<file path="src/hdl/pse_pkg.sv">
// Shared types and constants for the PLL setting encoder.
package pse_pkg;

  // LFSR seeds and range limits
  localparam logic [14:0] MDEC_SEED  = 15'h4000;
  localparam logic [7:0]  NDEC_SEED  = 8'h80;
  localparam logic [4:0]  PDEC_SEED  = 5'h10;
  localparam logic [16:0] MSEL_LIMIT = 17'd32768;
  localparam logic [13:0] NSEL_LIMIT = 14'd256;

  // Fixed words for selects 1 and 2
  localparam logic [16:0] MDEC_SEL1 = 17'h18003;
  localparam logic [16:0] MDEC_SEL2 = 17'h10003;
  localparam logic [9:0]  NDEC_SEL1 = 10'h302;
  localparam logic [9:0]  NDEC_SEL2 = 10'h202;
  localparam logic [6:0]  PDEC_SEL1 = 7'h62;
  localparam logic [6:0]  PDEC_SEL2 = 7'h42;

  // Bandwidth divide numerator
  localparam logic [10:0] BW_NUMER = 11'd1024;

  typedef enum logic [1:0] {
    ST_OK        = 2'd0,
    ST_MSEL_ZERO = 2'd1,
    ST_DIV_ZERO  = 2'd2,
    ST_NSEL_HIGH = 2'd3
  } pse_status_t;

  typedef enum logic [1:0] {
    S_IDLE,
    S_RUN,
    S_WAIT
  } pse_state_t;

  // Controller -> datapath
  typedef struct packed {
    logic load;
    logic publish;
  } pse_cmd_t;

  // Datapath -> controller
  typedef struct packed {
    logic busy;
  } pse_sts_t;

endpackage

</file>
<file path="src/hdl/pse_datapath.sv">
// Datapath: divisor split, three coding LFSRs, bandwidth divider, output register.
module pse_datapath import pse_pkg::*; (
  input  logic        clk,
  input  pse_cmd_t    cmd,
  output pse_sts_t    sts,
  input  logic [16:0] in_multiplier,
  input  logic [13:0] in_divisor,
  output logic [16:0] out_mdec,
  output logic [9:0]  out_ndec,
  output logic [6:0]  out_pdec,
  output logic [5:0]  out_seli,
  output logic [4:0]  out_selp,
  output logic        out_direct_in,
  output logic        out_direct_out,
  output logic [1:0]  out_status
);

  // load-time decode
  logic [2:0]  tz;
  logic [15:0] msel_in;
  logic [13:0] nsel_in;
  logic [4:0]  post_in;
  logic [15:0] steps_m;
  logic [8:0]  steps_n;
  logic [5:0]  steps_p;
  pse_status_t st_in;

  // working registers
  logic [15:0] msel_r;
  logic [13:0] nsel_r;
  logic [4:0]  post_r;
  logic        din_r, dout_r;
  pse_status_t st_r;
  logic [14:0] mlfsr_r;
  logic [7:0]  nlfsr_r;
  logic [4:0]  plfsr_r;
  logic [15:0] cnt_m_r;
  logic [8:0]  cnt_n_r;
  logic [5:0]  cnt_p_r;
  logic [16:0] dvs_r;
  logic [10:0] rem_r;
  logic [6:0]  quo_r;
  logic        div_done;

  // output register
  logic [16:0] mdec_r, mdec_nxt;
  logic [9:0]  ndec_r, ndec_nxt;
  logic [6:0]  pdec_r, pdec_nxt;
  logic [5:0]  seli_r, seli_nxt;
  logic [4:0]  selp_r, selp_nxt;
  logic        din_o_r, dout_o_r;
  logic [1:0]  st_o_r;

  always_comb begin
    priority if (in_divisor[0]) tz = 3'd0;
    else if (in_divisor[1])     tz = 3'd1;
    else if (in_divisor[2])     tz = 3'd2;
    else if (in_divisor[3])     tz = 3'd3;
    else if (in_divisor[4])     tz = 3'd4;
    else                        tz = 3'd5;
    msel_in = in_multiplier[16:1];
    nsel_in = in_divisor >> tz;
    post_in = (tz == 3'd0) ? 5'd1 : (5'd1 << (tz - 3'd1));
    if (msel_in >= 16'd3 && {1'b0, msel_in} <= MSEL_LIMIT)
      steps_m = 16'(17'(MSEL_LIMIT + 17'd1) - {1'b0, msel_in});
    else
      steps_m = '0;
    if (nsel_in >= 14'd3 && nsel_in <= NSEL_LIMIT)
      steps_n = 9'(14'(NSEL_LIMIT + 14'd1) - nsel_in);
    else
      steps_n = '0;
    if (post_in >= 5'd3)
      steps_p = 6'd33 - {1'b0, post_in};
    else
      steps_p = '0;
    priority if (msel_in == '0)         st_in = ST_MSEL_ZERO;
    else if (in_divisor == '0)          st_in = ST_DIV_ZERO;
    else if (nsel_in > NSEL_LIMIT)      st_in = ST_NSEL_HIGH;
    else                                st_in = ST_OK;
  end

  assign div_done = ({6'd0, rem_r} < dvs_r);
  assign sts.busy = (cnt_m_r != '0) || (cnt_n_r != '0) || (cnt_p_r != '0) || !div_done;

  always_ff @(posedge clk) begin
    if (cmd.load) begin
      msel_r  <= msel_in;
      nsel_r  <= nsel_in;
      post_r  <= post_in;
      din_r   <= (nsel_in == 14'd1);
      dout_r  <= (tz == 3'd0);
      st_r    <= st_in;
      mlfsr_r <= MDEC_SEED;
      nlfsr_r <= NDEC_SEED;
      plfsr_r <= PDEC_SEED;
      cnt_m_r <= steps_m;
      cnt_n_r <= steps_n;
      cnt_p_r <= steps_p;
      dvs_r   <= {1'b0, msel_in} + 17'd9;
      rem_r   <= BW_NUMER;
      quo_r   <= '0;
    end else begin
      if (cnt_m_r != '0) begin
        mlfsr_r <= {mlfsr_r[0] ^ mlfsr_r[1], mlfsr_r[14:1]};
        cnt_m_r <= cnt_m_r - 16'd1;
      end
      if (cnt_n_r != '0) begin
        nlfsr_r <= {nlfsr_r[0] ^ nlfsr_r[2] ^ nlfsr_r[3] ^ nlfsr_r[4], nlfsr_r[7:1]};
        cnt_n_r <= cnt_n_r - 9'd1;
      end
      if (cnt_p_r != '0) begin
        plfsr_r <= {plfsr_r[0] ^ plfsr_r[2], plfsr_r[4:1]};
        cnt_p_r <= cnt_p_r - 6'd1;
      end
      // divide by repeated subtraction, one step a cycle
      if (!div_done) begin
        rem_r <= rem_r - dvs_r[10:0];
        quo_r <= quo_r + 7'd1;
      end
    end
  end

  always_comb begin
    unique case (msel_r)
      16'd0:   mdec_nxt = '0;
      16'd1:   mdec_nxt = MDEC_SEL1;
      16'd2:   mdec_nxt = MDEC_SEL2;
      default: mdec_nxt = {2'b00, mlfsr_r};
    endcase
    unique case (nsel_r)
      14'd0:   ndec_nxt = '0;
      14'd1:   ndec_nxt = NDEC_SEL1;
      14'd2:   ndec_nxt = NDEC_SEL2;
      default: ndec_nxt = {2'b00, nlfsr_r};
    endcase
    unique case (post_r)
      5'd1:    pdec_nxt = PDEC_SEL1;
      5'd2:    pdec_nxt = PDEC_SEL2;
      default: pdec_nxt = {2'b00, plfsr_r};
    endcase
    priority if (msel_r > 16'd16384) seli_nxt = 6'd1;
    else if (msel_r > 16'd8192)      seli_nxt = 6'd2;
    else if (msel_r > 16'd2048)      seli_nxt = 6'd4;
    else if (msel_r >= 16'd501)      seli_nxt = 6'd8;
    else if (msel_r >= 16'd60)       seli_nxt = {quo_r[3:0], 2'b00};
    else                             seli_nxt = {msel_r[5:2], 2'b00} + 6'd4;
    selp_nxt = (msel_r < 16'd60) ? (msel_r[5:1] + 5'd1) : 5'd31;
  end

  always_ff @(posedge clk) begin
    if (cmd.publish) begin
      mdec_r   <= mdec_nxt;
      ndec_r   <= ndec_nxt;
      pdec_r   <= pdec_nxt;
      seli_r   <= seli_nxt;
      selp_r   <= selp_nxt;
      din_o_r  <= din_r;
      dout_o_r <= dout_r;
      st_o_r   <= st_r;
    end
  end

  assign out_mdec       = mdec_r;
  assign out_ndec       = ndec_r;
  assign out_pdec       = pdec_r;
  assign out_seli       = seli_r;
  assign out_selp       = selp_r;
  assign out_direct_in  = din_o_r;
  assign out_direct_out = dout_o_r;
  assign out_status     = st_o_r;

endmodule

</file>
<file path="src/hdl/pse_ctrl.sv">
// Controller: sequences load, LFSR run and hand-off to the output register.
module pse_ctrl import pse_pkg::*; (
  input  logic     clk,
  input  logic     rst_n,
  input  logic     in_valid,
  output logic     in_stall,
  output logic     out_valid,
  input  logic     out_stall,
  input  pse_sts_t sts,
  output pse_cmd_t cmd
);

  pse_state_t state_r, state_nxt;
  logic       out_valid_r, out_valid_nxt;
  logic       slot_free;

  assign slot_free = !out_valid_r || !out_stall;

  always_ff @(posedge clk) begin
    if (!rst_n) begin
      state_r     <= S_IDLE;
      out_valid_r <= 1'b0;
    end else begin
      state_r     <= state_nxt;
      out_valid_r <= out_valid_nxt;
    end
  end

  always_comb begin
    state_nxt   = state_r;
    cmd.load    = 1'b0;
    cmd.publish = 1'b0;
    in_stall    = 1'b1;
    unique case (state_r)
      S_IDLE: begin
        in_stall = 1'b0;
        if (in_valid) begin
          cmd.load  = 1'b1;
          state_nxt = S_RUN;
        end
      end
      S_RUN: begin
        if (!sts.busy) begin
          if (slot_free) begin
            cmd.publish = 1'b1;
            state_nxt   = S_IDLE;
          end else begin
            state_nxt = S_WAIT;
          end
        end
      end
      S_WAIT: begin
        if (slot_free) begin
          cmd.publish = 1'b1;
          state_nxt   = S_IDLE;
        end
      end
      default: state_nxt = S_IDLE;
    endcase
    if (cmd.publish)     out_valid_nxt = 1'b1;
    else if (!out_stall) out_valid_nxt = 1'b0;
    else                 out_valid_nxt = out_valid_r;
  end

  assign out_valid = out_valid_r;

endmodule

</file>
<file path="src/hdl/pll_setting_encoder_unit.sv">
// Top level of the PLL setting encoder: controller, datapath and checks.
// Each item (multiplier, divisor) yields one result item with the coded MDEC,
// NDEC and PDEC words, the SELI/SELP bandwidth values, the direct input/output
// flags and a status code (0 ok, 1 multiplier select zero, 2 zero divisor,
// 3 pre-divider select above 256). One item is worked on at a time. The work
// on an item lasts as long as the longest of: the MDEC LFSR steps (32769 -
// multiplier/2 for selects 3 to 32768, else none), the NDEC steps (257 -
// pre-divider select for 3 to 256), the PDEC steps (at most 29) and the
// bandwidth divide steps (1024 / (select + 9), at most 113). The MDEC LFSR,
// stepped once a cycle, sets the worst case at multiplier select 3. The
// finished result sits in an output register, so the next item is taken while
// it waits to be read; only a second finished result waits for the register
// to empty.
module pll_setting_encoder_unit import pse_pkg::*; (
  input  logic        clk,
  input  logic        rst_n,
  input  logic        in_valid,
  output logic        in_stall,
  input  logic [16:0] in_multiplier,
  input  logic [13:0] in_divisor,
  output logic        out_valid,
  input  logic        out_stall,
  output logic [16:0] out_mdec,
  output logic [9:0]  out_ndec,
  output logic [6:0]  out_pdec,
  output logic [5:0]  out_seli,
  output logic [4:0]  out_selp,
  output logic        out_direct_in,
  output logic        out_direct_out,
  output logic [1:0]  out_status
);

  pse_cmd_t cmd;   // load a new item, move the result to the output register
  pse_sts_t sts;   // LFSRs or divider still stepping

  pse_ctrl u_ctrl (
    .clk       (clk),
    .rst_n     (rst_n),
    .in_valid  (in_valid),
    .in_stall  (in_stall),
    .out_valid (out_valid),
    .out_stall (out_stall),
    .sts       (sts),
    .cmd       (cmd)
  );

  pse_datapath u_dp (
    .clk            (clk),
    .cmd            (cmd),
    .sts            (sts),
    .in_multiplier  (in_multiplier),
    .in_divisor     (in_divisor),
    .out_mdec       (out_mdec),
    .out_ndec       (out_ndec),
    .out_pdec       (out_pdec),
    .out_seli       (out_seli),
    .out_selp       (out_selp),
    .out_direct_in  (out_direct_in),
    .out_direct_out (out_direct_out),
    .out_status     (out_status)
  );

  // An accepted item always stalls the input in the cycle after its acceptance
  a_busy_after_load: assert property (@(posedge clk) disable iff (!rst_n)
    (in_valid && !in_stall) |=> in_stall)
    else $error("input not stalled after item load");

  // Loading and publishing never coincide
  a_load_vs_publish: assert property (@(posedge clk) disable iff (!rst_n)
    !(cmd.load && cmd.publish))
    else $error("load and publish in the same cycle");

  // A published result shows up as a valid item next cycle
  a_publish_valid: assert property (@(posedge clk) disable iff (!rst_n)
    cmd.publish |=> out_valid)
    else $error("published result not valid");

  // Multiplier select zero always codes to an all-zero MDEC word
  a_msel_zero: assert property (@(posedge clk) disable iff (!rst_n)
    (out_valid && out_status == ST_MSEL_ZERO) |-> (out_mdec == '0))
    else $error("mdec nonzero for multiplier select zero");

endmodule
</file>
<file path="config.mk">
export PLATFORM = sky130hd
export DESIGN_NAME = pll_setting_encoder_unit
export DESIGN_NICKNAME = d
export VERILOG_FILES = /design/src/hdl/pse_pkg.sv /design/src/hdl/pse_datapath.sv /design/src/hdl/pse_ctrl.sv /design/src/hdl/pll_setting_encoder_unit.sv
export SDC_FILE = /design/constraint.sdc
export NUM_CORES = 1
export LEC_CHECK = 0
export BUFFER_PORTS_ARGS = -buffer_cell sky130_fd_sc_hd__buf_4
export CAP_MARGIN = 40
export CORE_MARGIN = 10
export CORE_UTILIZATION = 55
export CTS_CLUSTER_DIAMETER = 120
export DETAILED_ROUTE_END_ITERATION = 8
export GPL_TIMING_DRIVEN = 0
export HOLD_SLACK_MARGIN = 0.03
export PLACE_DENSITY = 0.75
export SETUP_SLACK_MARGIN = 0.5
export SYNTH_ARGS = -nofsm -noshare
export SYNTH_HDL_FRONTEND = slang
export SYNTH_SLANG_ARGS = --single-unit
</file>
<file path="constraint.sdc">
create_clock -name clk -period 13.1 [get_ports clk]
set_input_delay 1.965 -clock clk [delete_from_list [all_inputs] [get_ports clk]]
set_output_delay 1.965 -clock clk [all_outputs]
set_load 0.02 [all_outputs]
</file>
==> impl_metrics.ini <==
[detailed_routing]
dr.pass1.iters = 5
vias = 7055
drtIter0Drc = 472
drt_wl_total_um = 20800
post-route-drc-count = 0
viasPerCell = 5.64
wl_per_cell_um = 16.6
ant_nets = 0

[pwr]
p_leak_nw = 4.23
power.total_w = 0.00175
peakVddDrop_v = 0.000108
pwr_density_cell_nw_per_um2 = 157

[worst_setup_path]
cp.required_ns = 13.38
endpoint_kind = flip-flop
path_class = in -> reg
critical_path_peak_fanout = 10
crit_path_start_kind = input port
arrival_ns = 4.63

[logic_synthesis]
synth_top_area_share = 0.427
synth_seq_cells = 182
synth_most_common_cell = edfxtp_1
synth_cell_types = 73
synth_nets = 978
syn_inst = 911
ys.flop_type = edfxtp_1
synth-edff-count = 136
async_reset_ff_frac = 0
post-synth-top-area-cell = edfxtp_1
yosys-top-cells-count = edfxtp_1 (136), nand2_1 (94), nor2_1 (78)
netlist_area_sq_um = 9560
synth.area.top_cells = edfxtp_1 (43%), dfxtp_1 (9.6%), xnor2_1 (4.3%)
yosysWarnings = 0
syn_area_per_cell_sq_um = 10.5
seq_area_frac_synth = 0.523

[cells_and_area]
area_growth_pct = 16.3
finalNonFillerCells = 1251
layout-drive-gt1-share = 0.154
fillers = 1433
fin_area_sq_um = 11100
antennaDiodeCount = 0
fin_nets = 1080

[worst_hold_path]
hp-class = reg -> reg

[clocking]
cts_hold_buf = 0
clkTransAtPathRegs_ns = 0.07
cts_resized = 0
cts_buffer_depth = 2
cts_root_buf = clkbuf_16
clkSinkCount = 182
htree_levels = 4
clk_latency_ns = 0.43
post_cts_buffers = 0
cts_tree = yes
cts_buffers = 17

[sta]
clock.fmax_ghz = 0.230
slew_headroom = 0.516
post-route-period-util = 0.332
grt_setup_unrepaired = false
worst_pin_slew_ns = 0.721
period_needed_ns = 4.35
hold_viol = 0
slew_viol_final = 0
final.setup.worst_slack_ns = 8.75
setup_tns_ns = 0
finClkSkew_ns = 0.00826
setup_violations = 0

[die]
core_area_sq_um = 17200
ios = 86
rows = 48
die-width_um = 152
die_h_um = 152
die-area_sq_um = 23100
initial_utilization = 0.557

[placement]
portBuffers = 81
placed_cell_area_sq_um = 10500
dp.cells = 1219
pre_cts_ws_ns = 8.33
gp_congestion = 0.897
dpl.hpwl_um = 15600

[job]
maxCapViolCount = 0

[global_route]
grt_pass1_vias = 6874
grt_max_degree = 35
grt_pass1_wl_um = 34100
antenna_found_initial = 0
grt_overflow = 0
grt.total_usage = 0.177

[outcome]
status = finished clean
critical path, stage by stage:
cell	delay, ns
buf_4	0.15
nor2b_2	0.28
a21o_1	0.11
buf_2	0.20
buf_4	0.21
nor2_1	0.06
ha_1	0.36
or3_1	0.41
inv_1	0.12
ha_1	0.15
nand2_1	0.05
a21oi_1	0.35
nand3_1	0.13
o21ai_0	0.08
logic make-up (layout without fill, tap and decap cells):
kind of cell             Yosys count  in the layout  synth area share
AO/OA/AOI/OAI                    157            157             0.109
multiplexers                      27             27            0.0328
AND/OR/NAND/NOR                  343            343             0.182
XOR/XNOR                          77             77            0.0705
flip-flops                       182            182             0.523
buffers and inverters             93            208            0.0394
adder cells (fa/ha/maj)           32             32            0.0426
worst paths after layout:
path / slack, ns / end / depth (start not counted) / from
worst min register to register: 0.42 / u_dp.out_direct_in / 0 / u_dp.din_r
worst max register to register: 9.43 / u_dp.out_selp[3] / 8 / u_dp.cnt_m_r[4]
worst min-delay path: 0.42 / u_dp.out_direct_in / 0 / u_dp.din_r
worst max-delay path: 8.75 / u_dp.cnt_p_r[5] / 14 / in_divisor[1]
layer usage:
metal / global-route usage / share of wire
met3: 0.0384 / 0.053
met2: 0.294 / 0.49
met4: 0.0669 / 0.023
met1: 0.220 / 0.43
met5: 0 / 0
area by class of cell:
cell class,instances,area (sq um),share of cell area
clock buffers,18,429,0.0386
multi-input cells,636,4190,0.377
well taps,225,282,0.0253
flip-flops and latches,182,5000,0.450
repair buffers,83,648,0.0583
clock inverters,14,190,0.0171
inverters,49,184,0.0165
plain buffers,44,194,0.0174
cell usage in the layout (no fill, tap or decap), types with 5 or more instances in the layout:
cell type	count
edfxtp_1	136
nand2_1	94
buf_4	85
nor2_1	77
xnor2_1	47
inv_1	46
dfxtp_1	46
a21oi_1	38
ha_1	31
o21ai_0	30
xor2_1	30
clkbuf_1	27
nor3_1	26
nor2b_1	20
nor4_1	20
nand3_1	20
mux2i_1	19
o22ai_1	17
clkbuf_16	17
and2_1	16
or3_1	16
nand2b_1	11
buf_2	11
a211oi_1	8
o21a_1	7
o21ai_1	7
o32ai_1	7
and3_1	6
nand4_1	5
mux2_2	5
nor3b_1	5
flip-flops by register name, summed over array words and instances (netlist names), 2 cells and up:
name and cells:
u_dp.out_seli 6, u_ctrl.state_r 2, u_dp.out_selp 5, u_dp.plfsr_r 5, u_dp.quo_r 4, u_dp.cnt_p_r 6, u_dp.st_r 2, u_dp.out_mdec 17
u_dp.cnt_n_r 9, u_dp.nlfsr_r 8, u_dp.out_ndec 10, u_dp.post_r 5, u_dp.dvs_r 17, u_dp.mlfsr_r 15, u_dp.out_pdec 7, u_dp.out_status 2
u_dp.nsel_r 14, u_dp.cnt_m_r 16, u_dp.msel_r 16, u_dp.rem_r 11
metrics by stage:
step / hold slack [ns] / util
finish: 0.422 / 0.648
global placement: 0.403 / 0.609
CTS: 0.422 / 0.648
detailed placement: 0.406 / 0.611
floorplan: 0.400 / -
global route: 0.435 / 0.648
power by group:
part | switching, W | internal (W)
sequential | 0.0000665 | 0.000743
combinational | 0.000229 | 0.000173
clock | 0.000228 | 0.000306
Power figures use the tool's default switching activity.
